==> config.mk <==
export PLATFORM = sky130hd
export DESIGN_NAME = recursive_iir_filter_core_flat
export DESIGN_NICKNAME = d
export VERILOG_FILES = /design/src/rif_pkg.sv /design/src/rif_if.sv /design/src/recursive_iir_filter_core.sv /design/src/flat_wrapper.sv
export SDC_FILE = /design/constraint.sdc
export NUM_CORES = 2
export LEC_CHECK = 0
export BUFFER_PORTS_ARGS = -buffer_cell sky130_fd_sc_hd__buf_2
export CORE_MARGIN = 4
export CORE_UTILIZATION = 50
export DETAILED_ROUTE_END_ITERATION = 12
export PLACE_DENSITY = 0.66
export SYNTH_ARGS = -nofsm -noshare
export SYNTH_HDL_FRONTEND = slang
export SYNTH_SLANG_ARGS = --single-unit
==> constraint.sdc <==
create_clock -name i_clk -period 13.05 [get_ports i_clk]
set_input_delay 1.305 -clock i_clk [delete_from_list [all_inputs] [get_ports i_clk]]
set_output_delay 1.305 -clock i_clk [all_outputs]
set_load 0.01 [all_outputs]
==> src/rif_pkg.sv <==
package rif_pkg;

    localparam int MAX_POLES   = 8;
    localparam int TAPS        = MAX_POLES + 1;
    localparam int COEF_DEPTH  = 2 * TAPS;
    localparam int CA_W        = $clog2(COEF_DEPTH);
    localparam int POS_W       = $clog2(TAPS);
    localparam int ORDER_W     = 4;
    localparam int IDX_W       = 4;
    localparam int COEF_W      = 32;
    localparam int SMP_W       = 16;
    localparam int FRAC_W      = 24;
    localparam int PROD_W      = COEF_W + SMP_W;
    localparam int ACC_W       = PROD_W + $clog2(2 * MAX_POLES + 1);
    localparam int INT_W       = ACC_W - FRAC_W;

    localparam logic [ORDER_W-1:0] ORDER_RESET = ORDER_W'(4);

    typedef logic [1:0] t_req_type;

    localparam t_req_type REQ_SAMPLE = 2'd0;
    localparam t_req_type REQ_LOAD_A = 2'd1;
    localparam t_req_type REQ_LOAD_B = 2'd2;

    typedef enum logic [1:0] {
        S_IDLE,
        S_ISSUE,
        S_DRAIN,
        S_FINISH
    } t_state;

endpackage

==> src/rif_if.sv <==
interface rif_req_if;
    logic                                       valid;
    logic                                       ready;
    rif_pkg::t_req_type                         req_type;
    logic        [rif_pkg::IDX_W-1:0]           coef_index;
    logic signed [rif_pkg::COEF_W-1:0]          coef_value;
    logic signed [rif_pkg::SMP_W-1:0]           sample_in;

    modport source (output valid, req_type, coef_index, coef_value, sample_in, input ready);
    modport sink   (input valid, req_type, coef_index, coef_value, sample_in, output ready);
endinterface

interface rif_rsp_if;
    logic                                       valid;
    logic                                       ready;
    logic signed [rif_pkg::SMP_W-1:0]           sample_out;
    logic                                       saturated;

    modport source (output valid, sample_out, saturated, input ready);
    modport sink   (input valid, sample_out, saturated, output ready);
endinterface

==> src/recursive_iir_filter_core.sv <==
// Channel   Dir  Handshake        Payload
// i_req     in   valid / ready    req_type, coef_index, coef_value, sample_in
// o_rsp     out  valid / ready    sample_out, saturated
// i_cfg     in   i_cfg_we         i_cfg_wdata (filter order)
//
// A coefficient load is written from the accepted request. A sample runs through issue steps
// on one shared 32x16 multiplier fed by the coefficient and history memories, a drain step
// until the multiplier pipeline empties, and a finish step. The next transaction is taken
// once the core is back in idle. Reset is synchronous; per-entry valid bits make all tables
// read as zero at once. A stalled o_rsp holds the finished result; the next sample still
// enters and waits in its last step until the output register frees.
module recursive_iir_filter_core (
    input  logic                              i_clk,
    input  logic                              i_rst_n,
    input  logic                              i_cfg_we,
    input  logic [rif_pkg::ORDER_W-1:0]       i_cfg_wdata,
    rif_req_if.sink                           i_req,
    rif_rsp_if.source                         o_rsp
);

    rif_pkg::t_state r_state, n_state;

    logic [rif_pkg::ORDER_W-1:0] r_filter_order;

    logic signed [rif_pkg::COEF_W-1:0]  r_coef_mem [rif_pkg::COEF_DEPTH];
    logic [rif_pkg::COEF_DEPTH-1:0]     r_coef_vld;
    logic [2*rif_pkg::SMP_W-1:0]        r_hist_mem [rif_pkg::TAPS];
    logic [rif_pkg::TAPS-1:0]           r_hist_vld;
    logic [rif_pkg::POS_W-1:0]          r_ring_pos;

    logic signed [rif_pkg::SMP_W-1:0]   r_x;
    logic [rif_pkg::POS_W-1:0]          r_k;
    logic                               r_phase;
    logic [rif_pkg::POS_W-1:0]          r_pos;

    logic                               r_rd_v;
    logic                               r_rd_use_x;
    logic                               r_rd_phase;
    logic signed [rif_pkg::COEF_W-1:0]  r_coef_q;
    logic                               r_coef_q_ok;
    logic [2*rif_pkg::SMP_W-1:0]        r_hist_q;
    logic                               r_hist_q_ok;

    logic                               r_prod_v;
    logic signed [rif_pkg::PROD_W-1:0]  r_prod;
    logic signed [rif_pkg::ACC_W-1:0]   r_acc;

    logic                               r_out_vld;
    logic signed [rif_pkg::SMP_W-1:0]   r_out_smp;
    logic                               r_out_sat;

    logic [rif_pkg::POS_W-1:0]          order_eff;
    logic [rif_pkg::POS_W-1:0]          pos_start;
    logic                               accept;
    logic                               sample_go;
    logic                               coef_we;
    logic [rif_pkg::CA_W-1:0]           coef_waddr;
    logic [rif_pkg::CA_W-1:0]           coef_raddr;
    logic                               issue;
    logic                               last_issue;
    logic                               fin_fire;
    logic signed [rif_pkg::COEF_W-1:0]  coef_op;
    logic signed [rif_pkg::SMP_W-1:0]   hist_op;
    logic signed [rif_pkg::PROD_W-1:0]  prod_c;
    logic signed [rif_pkg::INT_W-1:0]   acc_int;
    logic                               sat_hi;
    logic                               sat_lo;
    logic signed [rif_pkg::SMP_W-1:0]   y_c;

    assign order_eff = (int'(r_filter_order) > rif_pkg::MAX_POLES)
                     ? rif_pkg::POS_W'(rif_pkg::MAX_POLES)
                     : rif_pkg::POS_W'(r_filter_order);
    assign pos_start = (r_ring_pos <= order_eff) ? r_ring_pos : '0;

    assign accept     = i_req.valid && i_req.ready;
    assign sample_go  = accept && (i_req.req_type == rif_pkg::REQ_SAMPLE);
    assign coef_we    = accept
                     && (i_req.req_type == rif_pkg::REQ_LOAD_A
                         || i_req.req_type == rif_pkg::REQ_LOAD_B)
                     && (int'(i_req.coef_index) <= rif_pkg::MAX_POLES);
    assign coef_waddr = (i_req.req_type == rif_pkg::REQ_LOAD_B)
                      ? rif_pkg::CA_W'(rif_pkg::TAPS) + rif_pkg::CA_W'(i_req.coef_index)
                      : rif_pkg::CA_W'(i_req.coef_index);

    assign issue      = (r_state == rif_pkg::S_ISSUE);
    assign coef_raddr = r_phase ? rif_pkg::CA_W'(rif_pkg::TAPS) + rif_pkg::CA_W'(r_k)
                                : rif_pkg::CA_W'(r_k);
    // tap zero uses a[0] only; later taps end on their feedback product
    assign last_issue = (r_k == order_eff) && (r_phase || (r_k == '0));
    assign fin_fire   = (r_state == rif_pkg::S_FINISH) && (!r_out_vld || o_rsp.ready);

    // Multiply stage: unwritten entries read as zero
    assign coef_op = r_coef_q_ok ? r_coef_q : '0;
    always_comb begin
        if (r_rd_use_x) begin
            hist_op = r_x;
        end else if (!r_hist_q_ok) begin
            hist_op = '0;
        end else if (r_rd_phase) begin
            hist_op = r_hist_q[rif_pkg::SMP_W-1:0];
        end else begin
            hist_op = r_hist_q[2*rif_pkg::SMP_W-1:rif_pkg::SMP_W];
        end
    end
    assign prod_c = coef_op * hist_op;

    // Accumulator starts at half an LSB, so the floor below rounds
    assign acc_int = r_acc[rif_pkg::ACC_W-1:rif_pkg::FRAC_W];
    assign sat_hi  = acc_int > signed'(rif_pkg::INT_W'(32767));
    assign sat_lo  = acc_int < signed'(rif_pkg::INT_W'(-32768));
    always_comb begin
        if (sat_hi) begin
            y_c = 16'sh7FFF;
        end else if (sat_lo) begin
            y_c = 16'sh8000;
        end else begin
            y_c = acc_int[rif_pkg::SMP_W-1:0];
        end
    end

    always_comb begin
        n_state     = r_state;
        i_req.ready = 1'b0;
        case (r_state)
            rif_pkg::S_IDLE: begin
                i_req.ready = 1'b1;
                if (sample_go) begin
                    n_state = rif_pkg::S_ISSUE;
                end
            end
            rif_pkg::S_ISSUE: begin
                if (last_issue) begin
                    n_state = rif_pkg::S_DRAIN;
                end
            end
            rif_pkg::S_DRAIN: begin
                if (!r_rd_v && !r_prod_v) begin
                    n_state = rif_pkg::S_FINISH;
                end
            end
            rif_pkg::S_FINISH: begin
                if (fin_fire) begin
                    n_state = rif_pkg::S_IDLE;
                end
            end
            default: begin
                n_state = rif_pkg::S_IDLE;
            end
        endcase
    end

    always_ff @(posedge i_clk) begin
        if (!i_rst_n) begin
            r_state <= rif_pkg::S_IDLE;
        end else begin
            r_state <= n_state;
        end
    end

    // Control and valid bits
    always_ff @(posedge i_clk) begin
        if (!i_rst_n) begin
            r_filter_order <= rif_pkg::ORDER_RESET;
            r_coef_vld     <= '0;
            r_hist_vld     <= '0;
            r_ring_pos     <= '0;
            r_rd_v         <= 1'b0;
            r_prod_v       <= 1'b0;
            r_out_vld      <= 1'b0;
        end else begin
            if (i_cfg_we) begin
                r_filter_order <= i_cfg_wdata;
            end
            if (coef_we) begin
                r_coef_vld[coef_waddr] <= 1'b1;
            end
            if (fin_fire) begin
                r_hist_vld[r_pos] <= 1'b1;
                r_ring_pos        <= r_pos;
            end
            r_rd_v   <= issue;
            r_prod_v <= r_rd_v;
            if (fin_fire) begin
                r_out_vld <= 1'b1;
            end else if (o_rsp.ready) begin
                r_out_vld <= 1'b0;
            end
        end
    end

    // Memories: one write and one registered read each
    always_ff @(posedge i_clk) begin
        if (coef_we) begin
            r_coef_mem[coef_waddr] <= i_req.coef_value;
        end
        r_coef_q    <= r_coef_mem[coef_raddr];
        r_coef_q_ok <= r_coef_vld[coef_raddr];
    end

    always_ff @(posedge i_clk) begin
        if (fin_fire) begin
            r_hist_mem[r_pos] <= {r_x, y_c};
        end
        r_hist_q    <= r_hist_mem[r_pos];
        r_hist_q_ok <= r_hist_vld[r_pos];
    end

    // Sequencer and datapath
    always_ff @(posedge i_clk) begin
        r_rd_use_x <= (r_k == '0);
        r_rd_phase <= r_phase;
        r_prod     <= prod_c;
        if (sample_go) begin
            r_x     <= i_req.sample_in;
            r_k     <= '0;
            r_phase <= 1'b0;
            r_pos   <= pos_start;
            r_acc   <= rif_pkg::ACC_W'(1 << (rif_pkg::FRAC_W - 1));
        end else begin
            if (issue) begin
                if (r_k == '0) begin
                    r_k <= rif_pkg::POS_W'(1);
                end else if (!r_phase) begin
                    r_phase <= 1'b1;
                end else begin
                    r_phase <= 1'b0;
                    r_k     <= r_k + rif_pkg::POS_W'(1);
                    r_pos   <= (r_pos == order_eff) ? '0 : r_pos + rif_pkg::POS_W'(1);
                end
            end
            if (r_prod_v) begin
                r_acc <= r_acc + rif_pkg::ACC_W'(r_prod);
            end
        end
        if (fin_fire) begin
            r_out_smp <= y_c;
            r_out_sat <= sat_hi || sat_lo;
        end
    end

    assign o_rsp.valid      = r_out_vld;
    assign o_rsp.sample_out = r_out_smp;
    assign o_rsp.saturated  = r_out_sat;

    a_rsp_from_finish: assert property (@(posedge i_clk) disable iff (!i_rst_n)
        $rose(r_out_vld) |-> $past(r_state) == rif_pkg::S_FINISH)
        else $error("result raised outside the finish step");

    a_idle_pipe_empty: assert property (@(posedge i_clk) disable iff (!i_rst_n)
        (r_state == rif_pkg::S_IDLE) |-> (!r_rd_v && !r_prod_v))
        else $error("multiply pipeline busy while idle");

    a_pos_in_ring: assert property (@(posedge i_clk) disable iff (!i_rst_n)
        (r_state == rif_pkg::S_ISSUE) |-> (r_pos <= order_eff && r_k <= order_eff))
        else $error("ring pointer or tap beyond filter order");

    a_sat_clips: assert property (@(posedge i_clk) disable iff (!i_rst_n)
        (r_out_vld && r_out_sat) |-> (r_out_smp == 16'sh7FFF || r_out_smp == 16'sh8000))
        else $error("saturation flag without clipped sample");

endmodule
==> src/flat_wrapper.sv <==
// flat-port wrapper written by rule: the top's interface ports become plain ports
module recursive_iir_filter_core_flat 
  (i_clk, i_rst_n, i_cfg_we, i_cfg_wdata, i_req_valid, i_req_req_type, i_req_coef_index, i_req_coef_value, i_req_sample_in, i_req_ready, o_rsp_valid, o_rsp_sample_out, o_rsp_saturated, o_rsp_ready);
  rif_req_if i_req_i ();
  rif_rsp_if o_rsp_i ();
  input  logic i_clk;
  input  logic i_rst_n;
  input  logic i_cfg_we;
  input  logic [rif_pkg::ORDER_W-1:0] i_cfg_wdata;
  input wire logic [$bits(i_req_i.valid)-1:0] i_req_valid;
  input wire logic [$bits(i_req_i.req_type)-1:0] i_req_req_type;
  input wire logic [$bits(i_req_i.coef_index)-1:0] i_req_coef_index;
  input wire logic [$bits(i_req_i.coef_value)-1:0] i_req_coef_value;
  input wire logic [$bits(i_req_i.sample_in)-1:0] i_req_sample_in;
  output wire logic [$bits(i_req_i.ready)-1:0] i_req_ready;
  output wire logic [$bits(o_rsp_i.valid)-1:0] o_rsp_valid;
  output wire logic [$bits(o_rsp_i.sample_out)-1:0] o_rsp_sample_out;
  output wire logic [$bits(o_rsp_i.saturated)-1:0] o_rsp_saturated;
  input wire logic [$bits(o_rsp_i.ready)-1:0] o_rsp_ready;
  assign i_req_i.valid = i_req_valid;
  assign i_req_i.req_type = i_req_req_type;
  assign i_req_i.coef_index = i_req_coef_index;
  assign i_req_i.coef_value = i_req_coef_value;
  assign i_req_i.sample_in = i_req_sample_in;
  assign i_req_ready = i_req_i.ready;
  assign o_rsp_valid = o_rsp_i.valid;
  assign o_rsp_sample_out = o_rsp_i.sample_out;
  assign o_rsp_saturated = o_rsp_i.saturated;
  assign o_rsp_i.ready = o_rsp_ready;
  recursive_iir_filter_core u_core (.i_clk(i_clk), .i_rst_n(i_rst_n), .i_cfg_we(i_cfg_we), .i_cfg_wdata(i_cfg_wdata), .i_req(i_req_i), .o_rsp(o_rsp_i));
endmodule
==> flow_summary.json <==
{
  "hp-class": "reg2reg",
  "crit_top_cell": "fa_1",
  "critPathBufInv": 5,
  "muxShareOfSynthArea": 0.102,
  "ys_ff_latch": 1115,
  "netlist_area_sq_mm": 0.0615,
  "fmax_ghz": 0.122,
  "grt_pass1_vias": 36974,
  "synth_compound_area_frac": 0.0509,
  "pin_count": 82,
  "yosys_most_used_dff": "edfxtp_1",
  "synth-adder-area-share": 0.196,
  "fin_worst_skew_ns": 0.0719,
  "clock_latency_ns": 0.74,
  "ys_seq_area_frac": 0.510,
  "slowest_delay_ns": 0.90,
  "maxCapViolations": 0,
  "avgViaCountPerCell": 5.60,
  "cts_buffer_depth": 3,
  "syn_area_per_cell_sq_um": 13.2,
  "post_cts_buffers": 0,
  "synthSimpleGateAreaFrac": 0.0763,
  "die_area_sq_mm": 0.129,
  "start_kind": "register",
  "arrival_ns": 8.78,
  "area_growth_pct": 9.48,
  "crit_type": "reg2reg",
  "nNetsFinal": 5408,
  "vdd_drop_max_uv": 257,
  "grt_max_degree": 134,
  "synth_fp_nets": 5377,
  "first_pass_iters": 5,
  "synth_edf_count": 901,
  "h-tree-depth": 3,
  "fin_crit_sh": 0.631,
  "synth_xor_xnor_area_share": 0.0145,
  "worstSetupStartpoint": "u_core.r_rd_use_x",
  "rows": 128,
  "crit_fanout": 24,
  "grt_overflow": 0,
  "r2r_start": "u_core.r_rd_use_x",
  "fp.coreArea_sq_mm": 0.122,
  "finalHoldViolCount": 0,
  "cts_root_buffer": "clkbuf_16",
  "num_vias": 35783,
  "status": "finished clean",
  "clkSinkCount": 1115,
  "cts_buffers": 109,
  "ant_nets": 0,
  "max_slew.worst_pin.slew_ns": 1.21,
  "setup_viol": 0,
  "dp_hpwl_mm": 95.9,
  "tns_ns": 0,
  "die_x_um": 359,
  "grt_usage": 0.229,
  "p_leak_nw": 26.0,
  "hold_start": "u_core.r_hist_mem[8][25]",
  "critPathSlowestCell": "o21a_1",
  "wl_mm": 144,
  "ctsHoldBuffers": 0,
  "place_congestion": 0.925,
  "syn_inst": 4643,
  "drive_above_1_share": 0.124,
  "fp.dieH_um": 359,
  "initial_core_util": 0.504,
  "period_needed_ns": 8.23,
  "p_total_mw": 11.2,
  "port_buffers": 81,
  "cp_top_family": "adder cells",
  "cp-end-kind": "register",
  "worstPathRequired_ns": 13.60,
  "cts_resized": 0,
  "cts_tree": "built",
  "relSlewSlack": 0.185,
  "wl_per_cell_um": 22.5,
  "slew_viol_final": 0,
  "synthArstFlopShare": 0,
  "post-route-drc-count": 0,
  "rsz0062_at_grt": "false",
  "synth_top_family_by_area": "adder cells",
  "antenna_found_initial": 11,
  "ys_warn_count": 0,
  "grt_pass1_wl_mm": 223,
  "ys_types": 77,
  "final_core_util": 0.552,
  "clk_transition_reported_paths_ns": 0.06,
  "power_density_mw_per_mm2": 166,
  "drt-initial-drc-count": 2897
}
final timing paths:
| check | to | slack (ns) | depth (start not counted) |
|---|---|---|---|
| max | u_core.r_prod[47] | 4.82 | 25 |
| max reg2reg | u_core.r_prod[47] | 4.82 | 25 |
| min | u_core.r_hist_q[25] | 0.45 | 2 |
| min reg2reg | u_core.r_hist_q[25] | 0.45 | 2 |
routing by layer:
metal,vias up,share of wire,GRT usage
li1,16066,-,-
met1,18261,0.42,0.319
met2,1234,0.47,0.363
met3,218,0.079,0.0537
met4,4,0.027,0.0649
met5,-,0.00014,0
power by group:
group | leakage (nW) | internal [mW] | switching (mW) | total [mW]
Sequential | 9.86 | 4.21 | 0.203 | 4.41
Clock | 1.71 | 1.72 | 1.32 | 3.04
Combinational | 14.4 | 1.64 | 2.10 | 3.74
final cells by class:
class	instances	area, sq um
fillers	9808	54600
flip-flops and latches	1115	31300
multi-input cells	2712	27300
clock buffers	142	2960
inverters	594	2230
well taps	1625	2030
repair buffers	142	888
clock inverters	55	520
diodes	6	15.0
cell families after synthesis:
kind of cell	Yosys count
XOR/XNOR	102
flip-flops	1115
multiplexers	341
AND/OR/NAND/NOR	1100
buffers and inverters	816
adder cells (fa/ha/maj)	671
AO/OA/AOI/OAI	498
cells in the final DEF, fill, tap and decap left out, types with 81 or more instances in the layout:
master     netlist  routed
nor2_1         372     354
dfxtp_1        214     212
o21ai_0        152     149
edfxtp_1       901     901
a21oi_1        117     116
mux4_2         230     230
clkbuf_16        0     110
inv_1          591     590
ha_1           184     184
fa_1           487     487
nand2_1        487     486
buf_2           16      81
mux2i_1        109     108
sequential cells by signal, summed over array words and instances, names as in the netlist, 4 cells and up:
name                     flops
u_core.r_coef_mem          576
u_core.r_coef_vld           18
u_core.r_hist_q             32
u_core.r_acc                53
u_core.r_k                   4
u_core.r_x                  16
u_core.r_hist_mem          288
u_core.r_pos                 4
u_core.r_hist_vld            9
u_core.r_coef_q             32
u_core.r_ring_pos            4
u_core.r_filter_order        4
u_core.r_prod               48
u_core.o_rsp.sample_out     16
synth_stat cells, types with 50 or more instances:
library cell | number | share of area
o21a_1 | 50 | 0.0061
mux4_2 | 230 | 0.084
nand2_1 | 487 | 0.030
a21oi_1 | 117 | 0.0095
xnor2_1 | 74 | 0.011
and2_1 | 67 | 0.0068
o21ai_0 | 152 | 0.012
edfxtp_1 | 901 | 0.44
clkbuf_1 | 171 | 0.010
ha_1 | 184 | 0.037
mux2i_1 | 109 | 0.018
inv_1 | 591 | 0.036
nor2_1 | 372 | 0.023
fa_1 | 487 | 0.16
dfxtp_1 | 214 | 0.070
stage by stage:
stage | hold slack, ns | std cells | setup slack, ns | instance area (sq um)
after floorplan | 0.386 | 4643 | 5.71 | 61500
after global placement | 0.429 | 6188 | 5.06 | 63800
after detailed placement | 0.431 | 6188 | 4.91 | 63800
after CTS | 0.445 | 6385 | 4.84 | 67300
after global routing | 0.470 | 6385 | 4.27 | 67300
final | 0.445 | 6391 | 4.82 | 67300
worst reg2reg max path, stage by stage (launching register included):
cell and delay [ns]:
dfxtp_1 0.66, nand2b_1 0.18, buf_4 0.29, o21a_1 0.90, nor2_1 0.20, fa_1 0.57, inv_1 0.05, fa_1 0.47
fa_1 0.54, inv_1 0.06, fa_1 0.48, fa_1 0.49, inv_1 0.05, fa_1 0.47, inv_1 0.04, ha_1 0.39
nand2_1 0.08, o21ai_0 0.26, o21ai_0 0.19, a311oi_1 0.52, o211ai_1 0.23, a31oi_1 0.34, a41oi_1 0.21, o21ai_0 0.19
a21oi_1 0.10, xnor2_1 0.12
(Power assumes the default switching activity.)
